`src/fanlvl_pkg.sv`:
```
// fanlvl_pkg: shared types and constants for the averaged-temperature fan controller
// used by fan_level_from_averaged_temperature_unit; no dependencies

package fanlvl_pkg;

  // configuration register map
  localparam int CFG_IDX_W  = 2;
  localparam int CFG_DATA_W = 16;
  localparam logic [CFG_IDX_W-1:0] CFG_HIGH_THRESHOLD   = 2'd0;
  localparam logic [CFG_IDX_W-1:0] CFG_LOW_THRESHOLD    = 2'd1;
  localparam logic [CFG_IDX_W-1:0] CFG_TICKS_PER_SAMPLE = 2'd2;

  localparam int THR_W  = 10;
  localparam int TICK_W = 16;

  localparam logic [THR_W-1:0]  HIGH_THRESHOLD_RST   = 10'd60;
  localparam logic [THR_W-1:0]  LOW_THRESHOLD_RST    = 10'd45;
  localparam logic [TICK_W-1:0] TICKS_PER_SAMPLE_RST = 16'd100;

  // fan level codes
  localparam int LEVEL_W = 2;
  localparam logic [LEVEL_W-1:0] LEVEL_OFF = 2'd0;
  localparam logic [LEVEL_W-1:0] LEVEL_5V  = 2'd1;
  localparam logic [LEVEL_W-1:0] LEVEL_9V  = 2'd2;
  localparam logic [LEVEL_W-1:0] LEVEL_12V = 2'd3;

  typedef enum logic [1:0] {
    ST_IDLE,
    ST_SUM,
    ST_DIV,
    ST_EMIT
  } state_t;

endpackage

```
`src/fanlvl_div.sv`:
```
// fanlvl_div: bit-serial restoring divider, one quotient bit per cycle
// standalone; used by fan_level_from_averaged_temperature_unit

module fanlvl_div #(
  parameter int DW = 15,
  parameter int VW = 5
) (
  input  logic          clk,
  input  logic          rst,
  input  logic          start,
  input  logic [DW-1:0] dividend,
  input  logic [VW-1:0] divisor,
  output logic          done,
  output logic [DW-1:0] quotient
);

  localparam int CNT_W = $clog2(DW + 1);

  logic          busy;
  logic [CNT_W-1:0] cnt;
  logic [VW-1:0] rem;
  logic [DW-1:0] quo;
  logic [VW-1:0] dvs;
  logic [VW:0]   trial;
  logic          fits;

  assign trial = {rem, quo[DW-1]};
  assign fits  = trial >= {1'b0, dvs};

  always_ff @(posedge clk) begin
    if (rst) begin
      busy <= 1'b0;
      done <= 1'b0;
      cnt  <= '0;
    end else begin
      done <= 1'b0;
      if (start) begin
        busy <= 1'b1;
        cnt  <= CNT_W'(DW);
      end else if (busy) begin
        cnt <= cnt - 1'b1;
        if (cnt == CNT_W'(1)) begin
          busy <= 1'b0;
          done <= 1'b1;
        end
      end
    end
  end

  // dividend shifts out at the top while quotient bits shift in at the bottom
  always_ff @(posedge clk) begin
    if (start) begin
      quo <= dividend;
      rem <= '0;
      dvs <= divisor;
    end else if (busy) begin
      if (fits) begin
        rem <= VW'(trial - {1'b0, dvs});
      end else begin
        rem <= trial[VW-1:0];
      end
      quo <= {quo[DW-2:0], fits};
    end
  end

  assign quotient = quo;

endmodule

```
`src/fan_level_from_averaged_temperature_unit.sv`:
```
// fan_level_from_averaged_temperature_unit: top level of the fan controller
// depends on fanlvl_pkg and fanlvl_div

// Fan controller driven by a windowed average of temperature samples.
// Input channel s_*: one request per control tick. s_tuser selects the kind:
// 0 is a tick carrying temperature and the two phase flags, 1 shuts the fan
// down until reset. Output channel m_*: one result per request, with the fan
// level, the three drive pins and the current average.
// Every ticks_per_sample ticks the temperature goes into a ring of
// WINDOW_SAMPLES entries and the mean of the nonzero samples is recomputed.
// A tick that takes no sample or a shutdown request goes straight to the emit
// step, which loads the output register; no new request is taken before that.
// A sampling tick sweeps the ring one entry per cycle through the registered
// read port, runs the bit-serial divider (skipped when no sample in the window
// is nonzero, which gives an average of zero), then emits. s_tready is high
// only between requests.
// The result sits in an output register, so a new request is taken while the
// previous result still waits for m_tready; when the receiver stalls, the
// next result waits in the emit step and the input stops accepting.
// Reset (rst, synchronous) restores the register defaults, clears counters,
// the average and the shutdown latch; ring entries are read only once written.
// Configuration writes (cfg_we) are to be made only while the block is idle; the block does not enforce this.

module fan_level_from_averaged_temperature_unit #(
  parameter int WINDOW_SAMPLES = 30,
  parameter int TEMP_BITS      = 10
) (
  input  logic clk,
  input  logic rst,

  // configuration write port
  input  logic                            cfg_we,
  input  logic [fanlvl_pkg::CFG_IDX_W-1:0]  cfg_index,
  input  logic [fanlvl_pkg::CFG_DATA_W-1:0] cfg_data,

  // request side
  input  logic                                   s_tvalid,
  output logic                                   s_tready,
  // tdata: temperature, startup_done, warmup_done, zero fill
  input  logic [((TEMP_BITS + 2 + 7) / 8) * 8-1:0] s_tdata,
  // tuser: mode
  input  logic                                   s_tuser,

  // result side
  output logic                                   m_tvalid,
  input  logic                                   m_tready,
  // tdata: fan_level[1:0], fan_enable, select_12v, select_9v,
  // average_temperature, zero fill
  output logic [((TEMP_BITS + 5 + 7) / 8) * 8-1:0] m_tdata
);

  localparam int IN_W   = ((TEMP_BITS + 2 + 7) / 8) * 8;
  localparam int OUT_W  = ((TEMP_BITS + 5 + 7) / 8) * 8;
  localparam int CNT_W  = $clog2(WINDOW_SAMPLES + 1);
  localparam int ADDR_W = (WINDOW_SAMPLES > 1) ? $clog2(WINDOW_SAMPLES) : 1;
  localparam int SUM_W  = $clog2(WINDOW_SAMPLES * ((1 << TEMP_BITS) - 1) + 1);
  localparam int CMP_W  = (TEMP_BITS > fanlvl_pkg::THR_W) ? TEMP_BITS : fanlvl_pkg::THR_W;
  localparam int TICK_W = fanlvl_pkg::TICK_W;

  // configuration registers
  logic [fanlvl_pkg::THR_W-1:0] high_threshold;
  logic [fanlvl_pkg::THR_W-1:0] low_threshold;
  logic [TICK_W-1:0]            ticks_per_sample;

  // control state
  fanlvl_pkg::state_t state, state_next;
  logic [TICK_W-1:0]    tick_count;
  logic [CNT_W-1:0]     sample_index;
  logic                 window_full;
  logic [TEMP_BITS-1:0] average_value;
  logic                 shut_down;
  logic                 startup_done;
  logic                 warmup_done;

  // window sweep
  logic [TEMP_BITS-1:0] sample_store [WINDOW_SAMPLES];
  logic [CNT_W-1:0]     win_count;
  logic [CNT_W-1:0]     rd_ptr;
  logic                 rd_pend;
  logic [TEMP_BITS-1:0] rd_data;
  logic [SUM_W-1:0]     sum;
  logic [CNT_W-1:0]     valid_cnt;

  // handshake and sequencing strobes
  logic accept;
  logic take_sample;
  logic sweep_done;
  logic div_start;
  logic div_done;
  logic out_load;
  logic [SUM_W-1:0] quotient;

  // sample slot: wraps to zero once the ring is full
  logic             idx_wrap;
  logic [CNT_W-1:0] idx_eff;

  // input fields
  logic [TEMP_BITS-1:0] in_temperature;
  logic                 in_startup_done;
  logic                 in_warmup_done;

  logic [fanlvl_pkg::LEVEL_W-1:0] level_next;
  logic [CMP_W-1:0] avg_x;
  logic [CMP_W-1:0] high_x;
  logic [CMP_W-1:0] low_x;

  assign in_temperature  = s_tdata[TEMP_BITS-1:0];
  assign in_startup_done = s_tdata[TEMP_BITS];
  assign in_warmup_done  = s_tdata[TEMP_BITS+1];

  assign accept      = s_tvalid && s_tready;
  assign take_sample = !s_tuser && (tick_count == ticks_per_sample);
  assign idx_wrap    = sample_index >= CNT_W'(WINDOW_SAMPLES);
  assign idx_eff     = idx_wrap ? '0 : sample_index;
  assign sweep_done  = (rd_ptr == win_count) && !rd_pend;

  // config writes
  always_ff @(posedge clk) begin
    if (rst) begin
      high_threshold   <= fanlvl_pkg::HIGH_THRESHOLD_RST;
      low_threshold    <= fanlvl_pkg::LOW_THRESHOLD_RST;
      ticks_per_sample <= fanlvl_pkg::TICKS_PER_SAMPLE_RST;
    end else if (cfg_we) begin
      unique case (cfg_index)
        fanlvl_pkg::CFG_HIGH_THRESHOLD:   high_threshold   <= cfg_data[fanlvl_pkg::THR_W-1:0];
        fanlvl_pkg::CFG_LOW_THRESHOLD:    low_threshold    <= cfg_data[fanlvl_pkg::THR_W-1:0];
        fanlvl_pkg::CFG_TICKS_PER_SAMPLE: ticks_per_sample <= cfg_data[TICK_W-1:0];
        default: ;
      endcase
    end
  end

  // state register
  always_ff @(posedge clk) begin
    if (rst) begin
      state <= fanlvl_pkg::ST_IDLE;
    end else begin
      state <= state_next;
    end
  end

  // next state and strobes
  always_comb begin
    state_next = state;
    s_tready   = 1'b0;
    div_start  = 1'b0;
    out_load   = 1'b0;
    unique case (state)
      fanlvl_pkg::ST_IDLE: begin
        s_tready = 1'b1;
        if (s_tvalid) begin
          state_next = take_sample ? fanlvl_pkg::ST_SUM : fanlvl_pkg::ST_EMIT;
        end
      end
      fanlvl_pkg::ST_SUM: begin
        if (sweep_done) begin
          if (valid_cnt == '0) begin
            state_next = fanlvl_pkg::ST_EMIT;
          end else begin
            div_start  = 1'b1;
            state_next = fanlvl_pkg::ST_DIV;
          end
        end
      end
      fanlvl_pkg::ST_DIV: begin
        if (div_done) begin
          state_next = fanlvl_pkg::ST_EMIT;
        end
      end
      fanlvl_pkg::ST_EMIT: begin
        // wait for the output register to free up
        if (!m_tvalid || m_tready) begin
          out_load   = 1'b1;
          state_next = fanlvl_pkg::ST_IDLE;
        end
      end
      default: state_next = fanlvl_pkg::ST_IDLE;
    endcase
  end

  // tick bookkeeping, shutdown latch and average
  always_ff @(posedge clk) begin
    if (rst) begin
      tick_count    <= '0;
      sample_index  <= '0;
      window_full   <= 1'b0;
      average_value <= '0;
      shut_down     <= 1'b0;
    end else begin
      if (accept) begin
        if (s_tuser) begin
          shut_down <= 1'b1;
        end else begin
          tick_count <= (take_sample ? '0 : tick_count) + 1'b1;
          if (take_sample) begin
            sample_index <= idx_eff + 1'b1;
            window_full  <= window_full || idx_wrap;
          end
        end
      end
      if (state == fanlvl_pkg::ST_SUM && sweep_done && valid_cnt == '0) begin
        average_value <= '0;
      end else if (state == fanlvl_pkg::ST_DIV && div_done) begin
        average_value <= quotient[TEMP_BITS-1:0];
      end
    end
  end

  // phase flags travel with the request
  always_ff @(posedge clk) begin
    if (accept && !s_tuser) begin
      startup_done <= in_startup_done;
      warmup_done  <= in_warmup_done;
    end
  end

  // ring memory: one write on a sampling tick, one registered read per sweep step
  always_ff @(posedge clk) begin
    if (accept && take_sample) begin
      sample_store[idx_eff[ADDR_W-1:0]] <= in_temperature;
    end
    if (state == fanlvl_pkg::ST_SUM && rd_ptr != win_count) begin
      rd_data <= sample_store[rd_ptr[ADDR_W-1:0]];
    end
  end

  // window sweep: before the first wrap the newest sample is left out
  always_ff @(posedge clk) begin
    if (rst) begin
      rd_pend <= 1'b0;
    end else if (accept && take_sample) begin
      rd_pend <= 1'b0;
    end else if (state == fanlvl_pkg::ST_SUM) begin
      rd_pend <= rd_ptr != win_count;
    end
  end

  always_ff @(posedge clk) begin
    if (accept && take_sample) begin
      win_count <= (window_full || idx_wrap) ? CNT_W'(WINDOW_SAMPLES) : idx_eff;
      rd_ptr    <= '0;
      sum       <= '0;
      valid_cnt <= '0;
    end else if (state == fanlvl_pkg::ST_SUM) begin
      if (rd_ptr != win_count) begin
        rd_ptr <= rd_ptr + 1'b1;
      end
      // zero readings are invalid and do not count
      if (rd_pend && rd_data != '0) begin
        sum       <= sum + SUM_W'(rd_data);
        valid_cnt <= valid_cnt + 1'b1;
      end
    end
  end

  fanlvl_div #(
    .DW (SUM_W),
    .VW (CNT_W)
  ) u_div (
    .clk      (clk),
    .rst      (rst),
    .start    (div_start),
    .dividend (sum),
    .divisor  (valid_cnt),
    .done     (div_done),
    .quotient (quotient)
  );

  // level decision on the current average
  assign avg_x  = CMP_W'(average_value);
  assign high_x = CMP_W'(high_threshold);
  assign low_x  = CMP_W'(low_threshold);

  always_comb begin
    priority if (shut_down) begin
      level_next = fanlvl_pkg::LEVEL_OFF;
    end else if (!startup_done) begin
      level_next = fanlvl_pkg::LEVEL_12V;
    end else if (!warmup_done) begin
      level_next = (avg_x <= high_x) ? fanlvl_pkg::LEVEL_9V : fanlvl_pkg::LEVEL_12V;
    end else if (avg_x <= low_x) begin
      level_next = fanlvl_pkg::LEVEL_5V;
    end else if (avg_x <= high_x) begin
      level_next = fanlvl_pkg::LEVEL_9V;
    end else begin
      level_next = fanlvl_pkg::LEVEL_12V;
    end
  end

  // output register
  always_ff @(posedge clk) begin
    if (rst) begin
      m_tvalid <= 1'b0;
    end else if (out_load) begin
      m_tvalid <= 1'b1;
    end else if (m_tready) begin
      m_tvalid <= 1'b0;
    end
  end

  always_ff @(posedge clk) begin
    if (out_load) begin
      m_tdata <= OUT_W'({average_value,
                         level_next == fanlvl_pkg::LEVEL_9V,
                         level_next == fanlvl_pkg::LEVEL_12V,
                         level_next != fanlvl_pkg::LEVEL_OFF,
                         level_next});
    end
  end

  // upper tdata fill bits on the request side carry nothing
  logic unused_in_fill;
  assign unused_in_fill = ^s_tdata[IN_W-1:TEMP_BITS+2];

endmodule

```
`config.mk`:
```
export PLATFORM = sky130hd
export DESIGN_NAME = fan_level_from_averaged_temperature_unit
export DESIGN_NICKNAME = d
export VERILOG_FILES = /design/src/fanlvl_pkg.sv /design/src/fanlvl_div.sv /design/src/fan_level_from_averaged_temperature_unit.sv
export SDC_FILE = /design/constraint.sdc
export NUM_CORES = 1
export LEC_CHECK = 0
export BUFFER_PORTS_ARGS = -buffer_cell sky130_fd_sc_hd__buf_2
export CORE_MARGIN = 3
export CORE_UTILIZATION = 45
export CTS_CLUSTER_DIAMETER = 60
export CTS_CLUSTER_SIZE = 14
export DETAILED_ROUTE_END_ITERATION = 10
export MAX_ROUTING_LAYER = met4
export SETUP_SLACK_MARGIN = 0.15
export SLEW_MARGIN = 20
export SYNTH_ARGS = -nofsm -noshare
export SYNTH_HDL_FRONTEND = slang
export SYNTH_SLANG_ARGS = --single-unit
```
`constraint.sdc`:
```
create_clock -name clk -period 3.1 [get_ports clk]
set_input_delay 0.31 -clock clk [delete_from_list [all_inputs] [get_ports clk]]
set_output_delay 0.31 -clock clk [all_outputs]
set_load 0.02 [all_outputs]
```
==> results.yml <==
clock_tree:
  cts_tree: "done"
  cts.clk_slew.worst_paths_ns: 0.06
  cts_buffer_depth: 3
  htreeDepth: 2
  cts_root_buf: "clkbuf_16"
  insertion_delay_ns: 0.56
  cts_sinks: 461
  cts_buffers: 41
timing:
  slew_headroom_pct: 31.8
  setup_viol: 0
  fin_setup_tns_ns: 0
  slew_viol_final: 0
  period_share_pct: 87.9
  min_period_ns: 2.72
  worstMarginPinSlew_ns: 1.02
  fmax_mhz: 367
  fin_skew_ns: 0.0181
  hold_viol: 0
  hold_ws_ns: 0.0331
  rsz0062_at_grt: "false"
worst_hold_path:
  hp-start: "cfg_data[1]"
  holdPathStages: 3
  hp-class: "input pin to flip-flop"
floorplanning:
  die_h_um: 213
  dieArea_um2: 45500
  initial_core_util_pct: 45.8
  fp.coreArea_um2: 42200
  fp.dieW_um: 213
  rows: 75
  io_pins: 58
critical_path:
  slowest_delay_ns: 0.38
  crit_type: "flip-flop to flip-flop"
  path_buf_inv: 2
  crit_path_start_kind: "flip-flop"
  crit_cells: 8
  cp_top_family: "simple AND/OR/NAND/NOR gates"
  r2r_cells: 8
  required_ns: 3.37
  cp_max_fo: 11
  path_cells: "xor2_1, nor4_1, nand4_1, or2_1, inv_2, nand2_1, nor2_1, buf_4"
  endpoint_kind: "flip-flop"
  arrival_ns: 2.99
  cp-startpoint: "tick_count[5]"
  cp_slowest_cell: "nor2_1"
  rr_startpoint: "tick_count[5]"
routing:
  dr_total_vias: 10728
  vias_per_cell: 5.48
  drcViolationCount: 0
  wl_per_cell_um: 20.2
  drt_first_pass_iters: 4
  drt_iter0_markers: 817
  antenna_left: 0
  drt_wl_total_um: 39500
cells_and_area:
  multi_input_area_um2: 6120
  final_common_cell: "edfxtp_1"
  final_nets: 1485
  drive_above_1_share_pct: 21.2
  regArea_um2: 12800
  layout_common_cells: "edfxtp_1, dfxtp_1, nor2_1"
  stdcell_count: 1957
  synthToLayoutAreaGrowth_pct: 12.9
  num_antenna_cells: 0
  fillers: 3507
global_route:
  grt_pass1_wl_um: 61900
  overflow: 0
  grt_pass1_vias: 10770
  grt_max_degree: 74
  antenna_found_initial: 0
  groute.usage.overall_pct: 18.3
power_and_ir_drop:
  leakagePower_uw: 0.00755
  vdd_drop_max_mv: 0.472
  power_density_nw_per_um2: 774
synthesis:
  synth.area.top_cells: "edfxtp_1, dfxtp_1, mux4_2"
  synth-main-ff-cell: "edfxtp_1"
  synth_top_area_share_pct: 54.6
  seq_area_frac_synth_pct: 65.9
  synth_area_um2: 19300
  synth_edf_count: 352
  syn_nets: 1380
  async_flop_share_pct: 0
  syn_inst: 1289
  yosys_warnings: 0
  ys_types: 63
  synth_largest_area_cell: "edfxtp_1"
  ys_ff_latch: 461
  synth_area_per_cell_um2: 15.0
flow_run:
  cap_violations: 0
placement:
  gp_congestion: 0.812
  dp.cells: 1877
  portBuffers: 52
  dp_hpwl_um: 25300
status:
  status: "completed"
power by group:
| part | internal, uW | total [uW] | switching, uW |
|---|---|---|---|
| Sequential | 7080 | 7380 | 309 |
| Combinational | 2240 | 4610 | 2370 |
| Clock | 2690 | 4910 | 2220 |
kinds of logic (layout without fill, tap and decap cells):
group,count (synthesis),count (layout),share of synthesized area (%)
xor gates and xnor gates,50,50,2.26
DFF,461,461,65.9
and+or+nand+nor,318,318,7.66
buffers and inverters,108,237,2.43
AOI/OAI and AO/OA,167,167,5.41
muxes,133,133,12.9
other,1,1,0.0194
adders and majority gates,51,51,3.38
cell type report:
cell class | count | share of cell area [%]
well taps | 539 | 3.09
repair buffers | 119 | 3.82
clock inverters | 10 | 0.676
clock buffers | 57 | 5.07
multi-input cells | 720 | 28.0
inverters | 51 | 0.877
flip-flops and latches | 461 | 58.4
registers in the layout, indices dropped and copies added (netlist names), 2 cells and up:
register / flops
sample_store: 300
rd_data: 10
win_count: 5
m_tdata: 15
sum: 15
tick_count: 16
u_div.dvs: 5
rd_ptr: 5
valid_cnt: 5
u_div.quotient: 15
low_threshold: 10
u_div.rem: 5
u_div.cnt: 4
sample_index: 5
high_threshold: 10
average_value: 10
state: 2
ticks_per_sample: 16
repair_timing:
action / in CTS / in global routing
hold buffers: 13 / 0
gates resized for setup: 0 / 1
setup endpoints to repair: 0 / 7
buffers inserted: 0 / 0
hold endpoints to repair: 20 / 0
layer usage:
| layer | GRT usage [%] | up-vias | part of all wire (%) |
|---|---|---|---|
| li1 | - | 5095 | - |
| met3 | 2.79 | 51 | 4.2 |
| met5 | - | - | 0 |
| met2 | 28.8 | 217 | 47 |
| met1 | 25.3 | 5365 | 47 |
| met4 | 4.90 | 0 | 1.8 |
cells in the mapped netlist (all sizes together), types with 10 or more instances:
cell      n
edfxtp  352
mux2     34
nand3    16
nand3b   10
clkbuf   29
xnor2    20
a211o    11
or2      10
nor3     16
nand2   102
a21oi    75
a211oi   10
inv      50
ha       49
nor2    104
buf      28
dfxtp   109
nor2b    10
mux4     90
nand4    16
o21a     10
o21ai    25
xor2     30
per-stage QoR:
stage	setup slack, ns	total power, uW	instance area [um2]	util, %
2_1_floorplan	0.101	10900	19300	-
3_3_place_gp	0.373	12100	20500	48.4
3_5_place_dp	0.320	12200	20500	48.4
4_1_cts	0.306	17100	21800	51.7
5_1_grt	0.186	17700	21800	51.7
6_report	0.376	16900	21800	51.7
worst min-delay path: cells and delay by family:
family	cells	cell delay, ns
AOI/OAI and AO/OA	1	0.05
and+or+nand+nor	1	0.06
buffers and inverters	1	0.13
path summary, 6_finish.rpt:
check,to,slack [ns]
setup / recovery,sample_store[3][7],0.38
hold / removal,low_threshold[1],0.03
setup reg to reg,sample_store[3][7],0.38
hold reg to reg,low_threshold[8],0.46
Note: power is estimated with default switching activity, not from simulation.
